--- src/rtl/cps_pkg.sv ---
`timescale 1ns / 1ps
// Shared types and constants of the counter priority scheduler.
// No dependencies; used by cps_scan and counter_priority_scheduler_unit.
package cps_pkg;

    localparam int NUM_PROCS  = 32;
    localparam int IDX_W      = $clog2(NUM_PROCS);
    localparam int CNT_W      = 8;
    localparam int TIME_W     = 32;
    localparam int MASK_W     = 32;
    localparam int PIDX_W     = 5;
    localparam int IN_DATA_W  = 88;
    localparam int OUT_DATA_W = 40;

    localparam logic [IDX_W-1:0] LAST_IDX = IDX_W'(NUM_PROCS - 1);
    localparam logic [PIDX_W:0]  PROC_LIMIT = (PIDX_W + 1)'(NUM_PROCS);

    localparam logic OP_WRITE = 1'b0;
    localparam logic OP_SCHED = 1'b1;

    typedef struct packed {
        logic              ready;
        logic [CNT_W-1:0]  counter;
        logic [CNT_W-1:0]  prio;
        logic [TIME_W-1:0] alarm;
    } entry_t;

    typedef struct packed {
        logic             clear_all;
        logic             clear_best;
        logic             step;
        logic             reload;
        logic [IDX_W-1:0] idx;
    } scan_ctrl_t;

endpackage

--- src/rtl/cps_ram.sv ---
`timescale 1ns / 1ps
// Generic simple dual-port RAM: one write port, one registered read port.
// No dependencies.
module cps_ram #(
    parameter int WIDTH = 8,
    parameter int DEPTH = 32
) (
    input  logic                     clk,
    input  logic                     wr_en,
    input  logic [$clog2(DEPTH)-1:0] wr_addr,
    input  logic [WIDTH-1:0]         wr_data,
    input  logic                     rd_en,
    input  logic [$clog2(DEPTH)-1:0] rd_addr,
    output logic [WIDTH-1:0]         rd_data
);

    logic [WIDTH-1:0] mem [DEPTH];
    logic [WIDTH-1:0] rd_data_reg;

    always_ff @(posedge clk)
    begin
        if (wr_en)
        begin
            mem[wr_addr] <= wr_data;
        end
        if (rd_en)
        begin
            rd_data_reg <= mem[rd_addr];
        end
    end

    assign rd_data = rd_data_reg;

endmodule

--- src/rtl/cps_scan.sv ---
`timescale 1ns / 1ps
// Per-entry scan datapath: alarm firing, counter reload and best-entry search.
// Depends on cps_pkg.
module cps_scan (
    input  logic                             clk,
    input  logic                             rst_n,
    input  cps_pkg::scan_ctrl_t              ctrl,
    input  cps_pkg::entry_t                  entry,
    input  logic [cps_pkg::TIME_W-1:0]       now,
    output logic                             wb_en,
    output cps_pkg::entry_t                  wb_entry,
    output logic                             found,
    output logic [cps_pkg::IDX_W-1:0]        best_idx,
    output logic [cps_pkg::NUM_PROCS-1:0]    mask
);

    logic [cps_pkg::CNT_W-1:0]     best_cnt_reg, best_cnt_next;
    logic [cps_pkg::IDX_W-1:0]     best_idx_reg, best_idx_next;
    logic [cps_pkg::NUM_PROCS-1:0] mask_reg, mask_next;
    logic                          fire;
    logic                          better;
    logic [cps_pkg::CNT_W-1:0]     cand;

    always_comb
    begin
        fire   = ctrl.step && !ctrl.reload && (entry.alarm != '0) && (entry.alarm < now);
        cand   = (ctrl.reload && entry.ready) ? entry.prio : entry.counter;
        better = ctrl.step && entry.ready && (cand > best_cnt_reg);

        wb_entry         = entry;
        wb_entry.counter = cand;
        if (fire)
        begin
            wb_entry.alarm = '0;
        end
        wb_en = ctrl.step && (fire || (ctrl.reload && entry.ready));

        mask_next = mask_reg;
        if (ctrl.clear_all)
        begin
            mask_next = '0;
        end
        else if (fire)
        begin
            mask_next[ctrl.idx] = 1'b1;
        end

        best_cnt_next = best_cnt_reg;
        best_idx_next = best_idx_reg;
        if (ctrl.clear_best)
        begin
            best_cnt_next = '0;
            best_idx_next = '0;
        end
        else if (better)
        begin
            // strict compare keeps the lowest index on ties
            best_cnt_next = cand;
            best_idx_next = ctrl.idx;
        end
    end

    always_ff @(posedge clk or negedge rst_n)
    begin
        if (!rst_n)
        begin
            best_cnt_reg <= '0;
            best_idx_reg <= '0;
            mask_reg     <= '0;
        end
        else
        begin
            best_cnt_reg <= best_cnt_next;
            best_idx_reg <= best_idx_next;
            mask_reg     <= mask_next;
        end
    end

    assign found    = (best_cnt_reg != '0);
    assign best_idx = best_idx_reg;
    assign mask     = mask_reg;

endmodule

--- src/rtl/counter_priority_scheduler_unit.sv ---
`timescale 1ns / 1ps
// Top level of the counter priority scheduler: handshake, sequencer, entry table.
// Depends on cps_pkg, cps_ram and cps_scan.
//
// The process table sits in one RAM, one entry per word, with a valid bit per
// entry so that entries never written read as zero. A write transfer stores a
// whole entry in the cycle it is accepted, then passes through the finish state and
// yields an all-zero result once the output register is free.
// A schedule transfer walks the table through the RAM read
// port, one entry per cycle: the first pass fires and clears expired alarms
// while searching for the ready entry with the largest counter; if none is
// found a second pass reloads ready counters from their priorities and
// searches again. The input is taken again as soon as the result is in the
// output register.
module counter_priority_scheduler_unit (
    input  logic                               clk,
    input  logic                               rst_n,
    // s_tdata: proc_index[4:0], ready_req[5], counter_value[13:6],
    //          priority_value[21:14], alarm_time[53:22], current_time[85:54], zero pad
    input  logic [cps_pkg::IN_DATA_W-1:0]      s_tdata,
    // s_tuser: operation
    input  logic                               s_tuser,
    input  logic                               s_tvalid,
    output logic                               s_tready,
    // m_tdata: chosen_proc[4:0], found[5], alarm_mask[37:6], reloaded[38], zero pad
    output logic [cps_pkg::OUT_DATA_W-1:0]     m_tdata,
    output logic                               m_tvalid,
    input  logic                               m_tready
);

    typedef enum logic [1:0] {
        ST_IDLE,
        ST_SCAN,
        ST_CHECK,
        ST_FINISH
    } state_t;

    state_t                          state_reg, state_next;
    logic [cps_pkg::IDX_W-1:0]       issue_idx_reg, issue_idx_next;
    logic                            issue_done_reg, issue_done_next;
    logic                            rd_vld_reg, rd_vld_next;
    logic [cps_pkg::IDX_W-1:0]       proc_idx_reg, proc_idx_next;
    logic                            reload_reg, reload_next;
    logic                            sched_reg, sched_next;
    logic [cps_pkg::TIME_W-1:0]      now_reg, now_next;
    logic [cps_pkg::NUM_PROCS-1:0]   valid_reg, valid_next;
    logic                            vld_q_reg, vld_q_next;
    logic                            m_tvalid_reg, m_tvalid_next;
    logic [cps_pkg::OUT_DATA_W-1:0]  m_tdata_reg, m_tdata_next;

    logic [cps_pkg::PIDX_W-1:0]      in_proc_index;
    cps_pkg::entry_t                 in_entry;
    logic [cps_pkg::TIME_W-1:0]      in_current_time;
    logic                            in_xfer;
    logic                            in_wr;
    logic                            rd_en;
    logic                            ram_wr_en;
    logic [cps_pkg::IDX_W-1:0]       ram_wr_addr;
    cps_pkg::entry_t                 ram_wr_data;
    cps_pkg::entry_t                 ram_q;
    cps_pkg::entry_t                 cur_entry;
    cps_pkg::scan_ctrl_t             scan_ctrl;
    logic                            wb_en;
    cps_pkg::entry_t                 wb_entry;
    logic                            found;
    logic [cps_pkg::IDX_W-1:0]       best_idx;
    logic [cps_pkg::NUM_PROCS-1:0]   mask;
    logic                            pass_end;
    logic                            need_reload;
    logic                            out_free;
    logic [cps_pkg::OUT_DATA_W-1:0]  res_data;

    assign in_proc_index    = s_tdata[4:0];
    assign in_entry.ready   = s_tdata[5];
    assign in_entry.counter = s_tdata[13:6];
    assign in_entry.prio    = s_tdata[21:14];
    assign in_entry.alarm   = s_tdata[53:22];
    assign in_current_time  = s_tdata[85:54];

    assign s_tready = (state_reg == ST_IDLE);
    assign in_xfer  = s_tvalid && s_tready;
    assign in_wr    = in_xfer && (s_tuser == cps_pkg::OP_WRITE)
                      && ({1'b0, in_proc_index} < cps_pkg::PROC_LIMIT);

    assign rd_en     = (state_reg == ST_SCAN) && !issue_done_reg;
    assign cur_entry = vld_q_reg ? ram_q : '0;
    assign pass_end  = rd_vld_reg && (proc_idx_reg == cps_pkg::LAST_IDX);
    assign need_reload = !reload_reg && !found;
    assign out_free  = !m_tvalid_reg || m_tready;

    // host writes only happen in idle, scan write-backs only during a pass
    assign ram_wr_en   = in_wr || wb_en;
    assign ram_wr_addr = in_wr ? in_proc_index[cps_pkg::IDX_W-1:0] : proc_idx_reg;
    assign ram_wr_data = in_wr ? in_entry : wb_entry;

    always_comb
    begin
        scan_ctrl.clear_all  = in_xfer;
        scan_ctrl.clear_best = in_xfer || ((state_reg == ST_CHECK) && need_reload);
        scan_ctrl.step       = rd_vld_reg;
        scan_ctrl.reload     = reload_reg;
        scan_ctrl.idx        = proc_idx_reg;
    end

    cps_ram #(
        .WIDTH ($bits(cps_pkg::entry_t)),
        .DEPTH (cps_pkg::NUM_PROCS)
    ) u_table (
        .clk     (clk),
        .wr_en   (ram_wr_en),
        .wr_addr (ram_wr_addr),
        .wr_data (ram_wr_data),
        .rd_en   (rd_en),
        .rd_addr (issue_idx_reg),
        .rd_data (ram_q)
    );

    cps_scan u_scan (
        .clk      (clk),
        .rst_n    (rst_n),
        .ctrl     (scan_ctrl),
        .entry    (cur_entry),
        .now      (now_reg),
        .wb_en    (wb_en),
        .wb_entry (wb_entry),
        .found    (found),
        .best_idx (best_idx),
        .mask     (mask)
    );

    always_comb
    begin
        res_data = '0;
        if (sched_reg)
        begin
            res_data[4:0]  = found ? cps_pkg::PIDX_W'(best_idx) : '0;
            res_data[5]    = found;
            res_data[37:6] = cps_pkg::MASK_W'(mask);
            res_data[38]   = reload_reg;
        end
    end

    always_comb
    begin
        state_next      = state_reg;
        issue_idx_next  = issue_idx_reg;
        issue_done_next = issue_done_reg;
        rd_vld_next     = rd_en;
        proc_idx_next   = rd_en ? issue_idx_reg : proc_idx_reg;
        reload_next     = reload_reg;
        sched_next      = sched_reg;
        now_next        = now_reg;
        valid_next      = valid_reg;
        vld_q_next      = rd_en ? valid_reg[issue_idx_reg] : vld_q_reg;
        m_tvalid_next   = m_tvalid_reg;
        m_tdata_next    = m_tdata_reg;

        if (in_wr)
        begin
            valid_next[in_proc_index[cps_pkg::IDX_W-1:0]] = 1'b1;
        end

        if (m_tready)
        begin
            m_tvalid_next = 1'b0;
        end

        unique case (state_reg)
            ST_IDLE:
            begin
                if (in_xfer)
                begin
                    sched_next      = s_tuser;
                    now_next        = in_current_time;
                    reload_next     = 1'b0;
                    issue_idx_next  = '0;
                    issue_done_next = 1'b0;
                    state_next      = (s_tuser == cps_pkg::OP_SCHED) ? ST_SCAN : ST_FINISH;
                end
            end
            ST_SCAN:
            begin
                if (rd_en)
                begin
                    if (issue_idx_reg == cps_pkg::LAST_IDX)
                    begin
                        issue_done_next = 1'b1;
                    end
                    else
                    begin
                        issue_idx_next = issue_idx_reg + 1'b1;
                    end
                end
                if (pass_end)
                begin
                    state_next = ST_CHECK;
                end
            end
            ST_CHECK:
            begin
                if (need_reload)
                begin
                    reload_next     = 1'b1;
                    issue_idx_next  = '0;
                    issue_done_next = 1'b0;
                    state_next      = ST_SCAN;
                end
                else
                begin
                    state_next = ST_FINISH;
                end
            end
            ST_FINISH:
            begin
                if (out_free)
                begin
                    m_tvalid_next = 1'b1;
                    m_tdata_next  = res_data;
                    state_next    = ST_IDLE;
                end
            end
            default:
            begin
                state_next = ST_IDLE;
            end
        endcase
    end

    always_ff @(posedge clk or negedge rst_n)
    begin
        if (!rst_n)
        begin
            state_reg      <= ST_IDLE;
            issue_idx_reg  <= '0;
            issue_done_reg <= 1'b1;
            rd_vld_reg     <= 1'b0;
            proc_idx_reg   <= '0;
            reload_reg     <= 1'b0;
            sched_reg      <= 1'b0;
            valid_reg      <= '0;
            vld_q_reg      <= 1'b0;
            m_tvalid_reg   <= 1'b0;
        end
        else
        begin
            state_reg      <= state_next;
            issue_idx_reg  <= issue_idx_next;
            issue_done_reg <= issue_done_next;
            rd_vld_reg     <= rd_vld_next;
            proc_idx_reg   <= proc_idx_next;
            reload_reg     <= reload_next;
            sched_reg      <= sched_next;
            valid_reg      <= valid_next;
            vld_q_reg      <= vld_q_next;
            m_tvalid_reg   <= m_tvalid_next;
        end
    end

    always_ff @(posedge clk)
    begin
        now_reg     <= now_next;
        m_tdata_reg <= m_tdata_next;
    end

    assign m_tvalid = m_tvalid_reg;
    assign m_tdata  = m_tdata_reg;

    // a host write and a scan write-back must never compete for the write port
    a_wr_port_free: assert property (@(posedge clk) disable iff (!rst_n)
        !(in_wr && wb_en))
        else $error("host write collides with scan write-back");

    // no choice means the chosen index reads zero
    a_no_choice_zero: assert property (@(posedge clk) disable iff (!rst_n)
        (m_tvalid && !m_tdata[5]) |-> (m_tdata[4:0] == '0))
        else $error("chosen_proc nonzero without a choice");

    // a finished result waits rather than overwrite a pending transfer
    a_finish_waits: assert property (@(posedge clk) disable iff (!rst_n)
        (state_reg == ST_FINISH && m_tvalid_reg && !m_tready)
        |=> (state_reg == ST_FINISH && m_tvalid && $stable(m_tdata)))
        else $error("pending result overwritten");

    // a result with neither a choice nor a reload comes from a write and is all zero
    a_found_or_reloaded: assert property (@(posedge clk) disable iff (!rst_n)
        (m_tvalid && !m_tdata[5] && !m_tdata[38]) |-> (m_tdata == '0))
        else $error("empty choice reported without reload");

endmodule
--- config.mk ---
export PLATFORM = sky130hd
export DESIGN_NAME = counter_priority_scheduler_unit
export DESIGN_NICKNAME = d
export VERILOG_FILES = /design/src/rtl/cps_pkg.sv /design/src/rtl/cps_ram.sv /design/src/rtl/cps_scan.sv /design/src/rtl/counter_priority_scheduler_unit.sv
export SDC_FILE = /design/constraint.sdc
export NUM_CORES = 2
export LEC_CHECK = 0
export BUFFER_PORTS_ARGS = -buffer_cell sky130_fd_sc_hd__buf_2
export CORE_MARGIN = 2
export CORE_UTILIZATION = 50
export CTS_CLUSTER_SIZE = 40
export DETAILED_ROUTE_END_ITERATION = 10
export HOLD_SLACK_MARGIN = 0.03
export PLACE_DENSITY = 0.74
export SLEW_MARGIN = 20
export SYNTH_ARGS = -nofsm -noshare
export SYNTH_HDL_FRONTEND = slang
export SYNTH_SLANG_ARGS = --single-unit
--- constraint.sdc ---
create_clock -name clk -period 9.3 [get_ports clk]
set_input_delay 1.86 -clock clk [delete_from_list [all_inputs] [get_ports clk]]
set_output_delay 1.86 -clock clk [all_outputs]
set_load 0.02 [all_outputs]
==> out/qor.log <==
qor: run_status.run_status finished clean
qor: pwr.totalPowerFinal 21.6 mW
qor: synthesis.netlist-cell-type-count 54
qor: timing.actual_transition_at_the_worst_max_transition_pin 1.14 ns
qor: grt.globalRoute.busiestLayer met2
qor: pwr.p_leak 25.8 nW
qor: synthesis.synth.yosys.warnings 0
qor: synthesis.synth_enable_flop_cells 1688
qor: clock_network.cts_buffers 171
qor: min_path.holdCritPathClass register to register
qor: floorplan.floorplan.initialDensity 0.505
qor: setup_path.critical_path_buf_inv_count 3
qor: place.portBuffers 131
qor: grt.initial_antenna_violation_count 12
qor: synthesis.synth_seq_cells 1783
qor: routing.avgRoutedWirePerCell 30.9 um
qor: synthesis.postSynthCellCount 3199
qor: timing.setup_tns 0 ns
qor: pwr.p_sw 5.70 mW
qor: setup_path.cp_slowest_cell sky130_fd_sc_hd__o21ai_1
qor: place.place.gp.congestion 0.778
qor: setup_path.criticalPathCategory register to register
qor: synthesis.synthesis.area_per_instance 21.8 um^2
qor: pwr.power.density 274 nW/um^2
qor: grt.globalRoute.totalOverflow 0
qor: routing.detailedRoute.firstIterationViolations 4629
qor: layout.largest_register_ffs 1568
qor: timing.timing.final.max_slew_violations 0
qor: routing.routed_wirelength 167000 um
qor: grt.maximum_number_of_pins_on_one_net_before_global_route_repair 137
qor: floorplan.core-area 138000 um^2
qor: setup_path.path_common_cell sky130_fd_sc_hd__buf_4
qor: clock_network.root_buffer sky130_fd_sc_hd__clkbuf_16
qor: timing.layout_min_cycle_time 5.29 ns
qor: timing.setup_viol 0
qor: flow_run.max_cap_violations 0
qor: synthesis.synth_flop_cell sky130_fd_sc_hd__edfxtp_1
qor: routing.routed-via-count 34200
qor: timing.rsz0062_at_grt no
qor: floorplan.die_w 377 um
qor: setup_path.critical_path_peak_fanout 41
qor: timing.max-slew-margin-rel 0.242
qor: clock_network.cts.repair.resized 0
qor: grt.wire_length_of_the_first_global_routing_pass 239000 um
qor: floorplan.ios 135
qor: routing.drt-vias-per-instance 6.33
qor: clock_network.numClockSinks 1783
qor: clock_network.cts_max_path_buffers 3
qor: pwr.irDropWorstVdd 0.000329 V
qor: setup_path.type_of_destination_of_the_critical_path register
qor: timing.report.final.hold_viol_count 0
qor: pwr.sequential_share_of_power 0.449
qor: clock_network.clkTransAtPathRegs 0.06 ns
qor: clock_network.clock_insertion_delay_worst_skew 0.81 ns
qor: synthesis.async_flop_share 0.0533
qor: setup_path.cp-start-kind register
qor: place.dpl.hpwl 85200 um
qor: routing.drtAntennaViolNets 0
qor: synthesis.yosysSeqAreaShare 0.762
qor: timing.clock.fmax 189 MHz
qor: grt.track_usage 0.238
qor: pwr.p_clk_frac 0.314
qor: synthesis.mappedNetlistArea 69600 um^2
qor: grt.groute.layer.met2.usage 0.371
qor: grt.gr-usage-met3 0.0650
qor: timing.fraction_of_the_cycle_the_final_worst_path_needs 0.568
qor: clock_network.post-cts-setup-buffer-count 0
qor: setup_path.cp.required 9.92 ns
qor: setup_path.worst-endpoint-arrival 5.91 ns
qor: floorplan.dieHeight 377 um
qor: grt.first_global_vias 34200
qor: floorplan.die_area 142000 um^2
qor: routing.drt_pre_antenna_iters 5
qor: timing.worst_clock_skew 0.0384 ns
qor: routing.route.detailed.drc 0
qor: layout.fin_nets 3604
qor: floorplan.fp-row-count 136
qor: layout.post_route_cells_drive_above_1_share 0.308
qor: pwr.p_int 15.9 mW
qor: setup_path.crit_chain buf_4 > and2_1 > ha_1 > nand4_1 > nor2_1 > nand4_1 > o22a_1 > and2_2 > buf_4 > o21ai_1 > buf_4
qor: clock_network.tritoncts_clock_tree built
qor: setup_path.path_delay_family simple AND/OR/NAND/NOR gates
qor: grt.met1_usage 0.325
qor: clock_network.cts_hold_buffers 0
qor: timing.holdWs 0.451 ns
qor: pwr.pwr-share-comb 0.237
qor: layout.areaGrowthSynthToFinish 13.1%
qor: synthesis.synth_fp_nets 3333
qor: clock_network.htree_num_levels 4
qor: setup_path.critPathMaxStageDelay 0.90 ns
qor: pwr.power_switching_share 0.264
## stage by stage
step	cell area, um^2	utilization	cells	worst slack (ns)
3_3_place_gp	73200	0.531	5091	3.74
4_1_cts	78600	0.570	5401	4.23
3_5_place_dp	73200	0.531	5091	3.79
6_report	78700	0.571	5407	4.01
2_1_floorplan	69600	-	3199	0.851
5_1_grt	78700	0.571	5406	3.98
## area by class of cell
type                    count  area, um^2
clock inverters            94         841
well taps                1794        2240
flip-flops and latches   1783       53100
clock buffers             216        4610
fillers                  9676       59100
multi-input cells        1202       16000
repair buffers            264        1770
inverters                  48         188
diodes                      6        15.0
## Yosys cell counts (23+ instances only)
master | instances | area [um^2]
sky130_fd_sc_hd__a21oi_1 | 25 | 125
sky130_fd_sc_hd__and2_1 | 67 | 419
sky130_fd_sc_hd__buf_2 | 43 | 215
sky130_fd_sc_hd__clkbuf_1 | 100 | 375
sky130_fd_sc_hd__dfrtp_1 | 94 | 2350
sky130_fd_sc_hd__edfxtp_1 | 1688 | 50700
sky130_fd_sc_hd__ha_1 | 41 | 513
sky130_fd_sc_hd__inv_1 | 46 | 173
sky130_fd_sc_hd__mux2_2 | 55 | 619
sky130_fd_sc_hd__mux4_2 | 499 | 11200
sky130_fd_sc_hd__nand2_1 | 180 | 676
sky130_fd_sc_hd__nor2_1 | 52 | 195
sky130_fd_sc_hd__nor4_1 | 23 | 144
sky130_fd_sc_hd__o21ai_0 | 25 | 125
sky130_fd_sc_hd__o21ai_1 | 65 | 325
## worst register-to-register path: cells and delay by family (launching register included)
family          cells  cell delay (ns)
flops               1             0.38
buf+inv             3             0.98
fa+ha+maj           1             0.30
compound gates      2             1.51
simple gates        5             1.94
## path summary, 6_finish.rpt
kind,start,endpoint,slack (ns),cells after the start
worst max-delay path,vld_q_reg$_DFFE_PN0P_,u_table.mem[3][19]$_DFFE_PP_,4.01,11
worst min-delay path,valid_reg[6]$_DFFE_PN0P_,valid_reg[6]$_DFFE_PN0P_,0.45,1
worst max register to register,vld_q_reg$_DFFE_PN0P_,u_table.mem[3][19]$_DFFE_PP_,4.01,11
worst min register to register,valid_reg[6]$_DFFE_PN0P_,valid_reg[6]$_DFFE_PN0P_,0.45,1
max in group asynchronous,rst_n,issue_idx_reg[0]$_DFFE_PN0P_,7.08,2
min in group asynchronous,rst_n,u_scan.mask[30]$_DFFE_PN0P_,0.99,1
## power by group through the flow
stage	logic (mW)	registers, mW	clock network [mW]
after CTS	5.14	9.68	6.87
after global placement	4.99	9.85	0
after detailed placement	5.10	9.85	0
after global routing	5.48	9.69	7.17
final	5.11	9.68	6.78
after floorplan	3.95	9.69	0
## layout by cell type, fill, tap and decap left out, types with 10 or more instances in the layout
cell,count
sky130_fd_sc_hd__clkinv_1,40
sky130_fd_sc_hd__nor2b_1,10
sky130_fd_sc_hd__edfxtp_1,1688
sky130_fd_sc_hd__mux2i_1,15
sky130_fd_sc_hd__mux2_2,55
sky130_fd_sc_hd__o21ai_1,58
sky130_fd_sc_hd__nor2_1,49
sky130_fd_sc_hd__mux4_2,499
sky130_fd_sc_hd__nor3_2,10
sky130_fd_sc_hd__bufinv_16,14
sky130_fd_sc_hd__nor4_2,12
sky130_fd_sc_hd__dfrtp_1,89
sky130_fd_sc_hd__clkinv_2,26
sky130_fd_sc_hd__inv_1,45
sky130_fd_sc_hd__a21o_1,17
sky130_fd_sc_hd__clkbuf_16,178
sky130_fd_sc_hd__o21bai_1,17
sky130_fd_sc_hd__o21ai_0,25
sky130_fd_sc_hd__nand4_1,10
sky130_fd_sc_hd__a21oi_1,23
sky130_fd_sc_hd__clkbuf_1,37
sky130_fd_sc_hd__nand2_1,180
sky130_fd_sc_hd__nor4_1,11
sky130_fd_sc_hd__buf_4,125
sky130_fd_sc_hd__and3_1,10
sky130_fd_sc_hd__and2_1,66
sky130_fd_sc_hd__ha_1,41
sky130_fd_sc_hd__buf_2,130
## cell families after synthesis
logic type                 count (synthesis)  share of synthesized area
AOI/OAI and AO/OA                        179                     0.0156
adders and majority gates                 41                    0.00737
buffers and inverters                    214                     0.0132
DFF                                     1783                      0.762
muxes                                    569                      0.173
other                                      1                  0.0000539
and+or+nand+nor                          412                     0.0289
## metal layers
| metal | share of wire | wire (um) |
|---|---|---|
| met1 | 0.38 | 62600 |
| met2 | 0.48 | 80400 |
| met3 | 0.11 | 18200 |
| met4 | 0.033 | 5510 |
| met5 | 0.00052 | 87 |
Power figures use the tool's default switching activity.
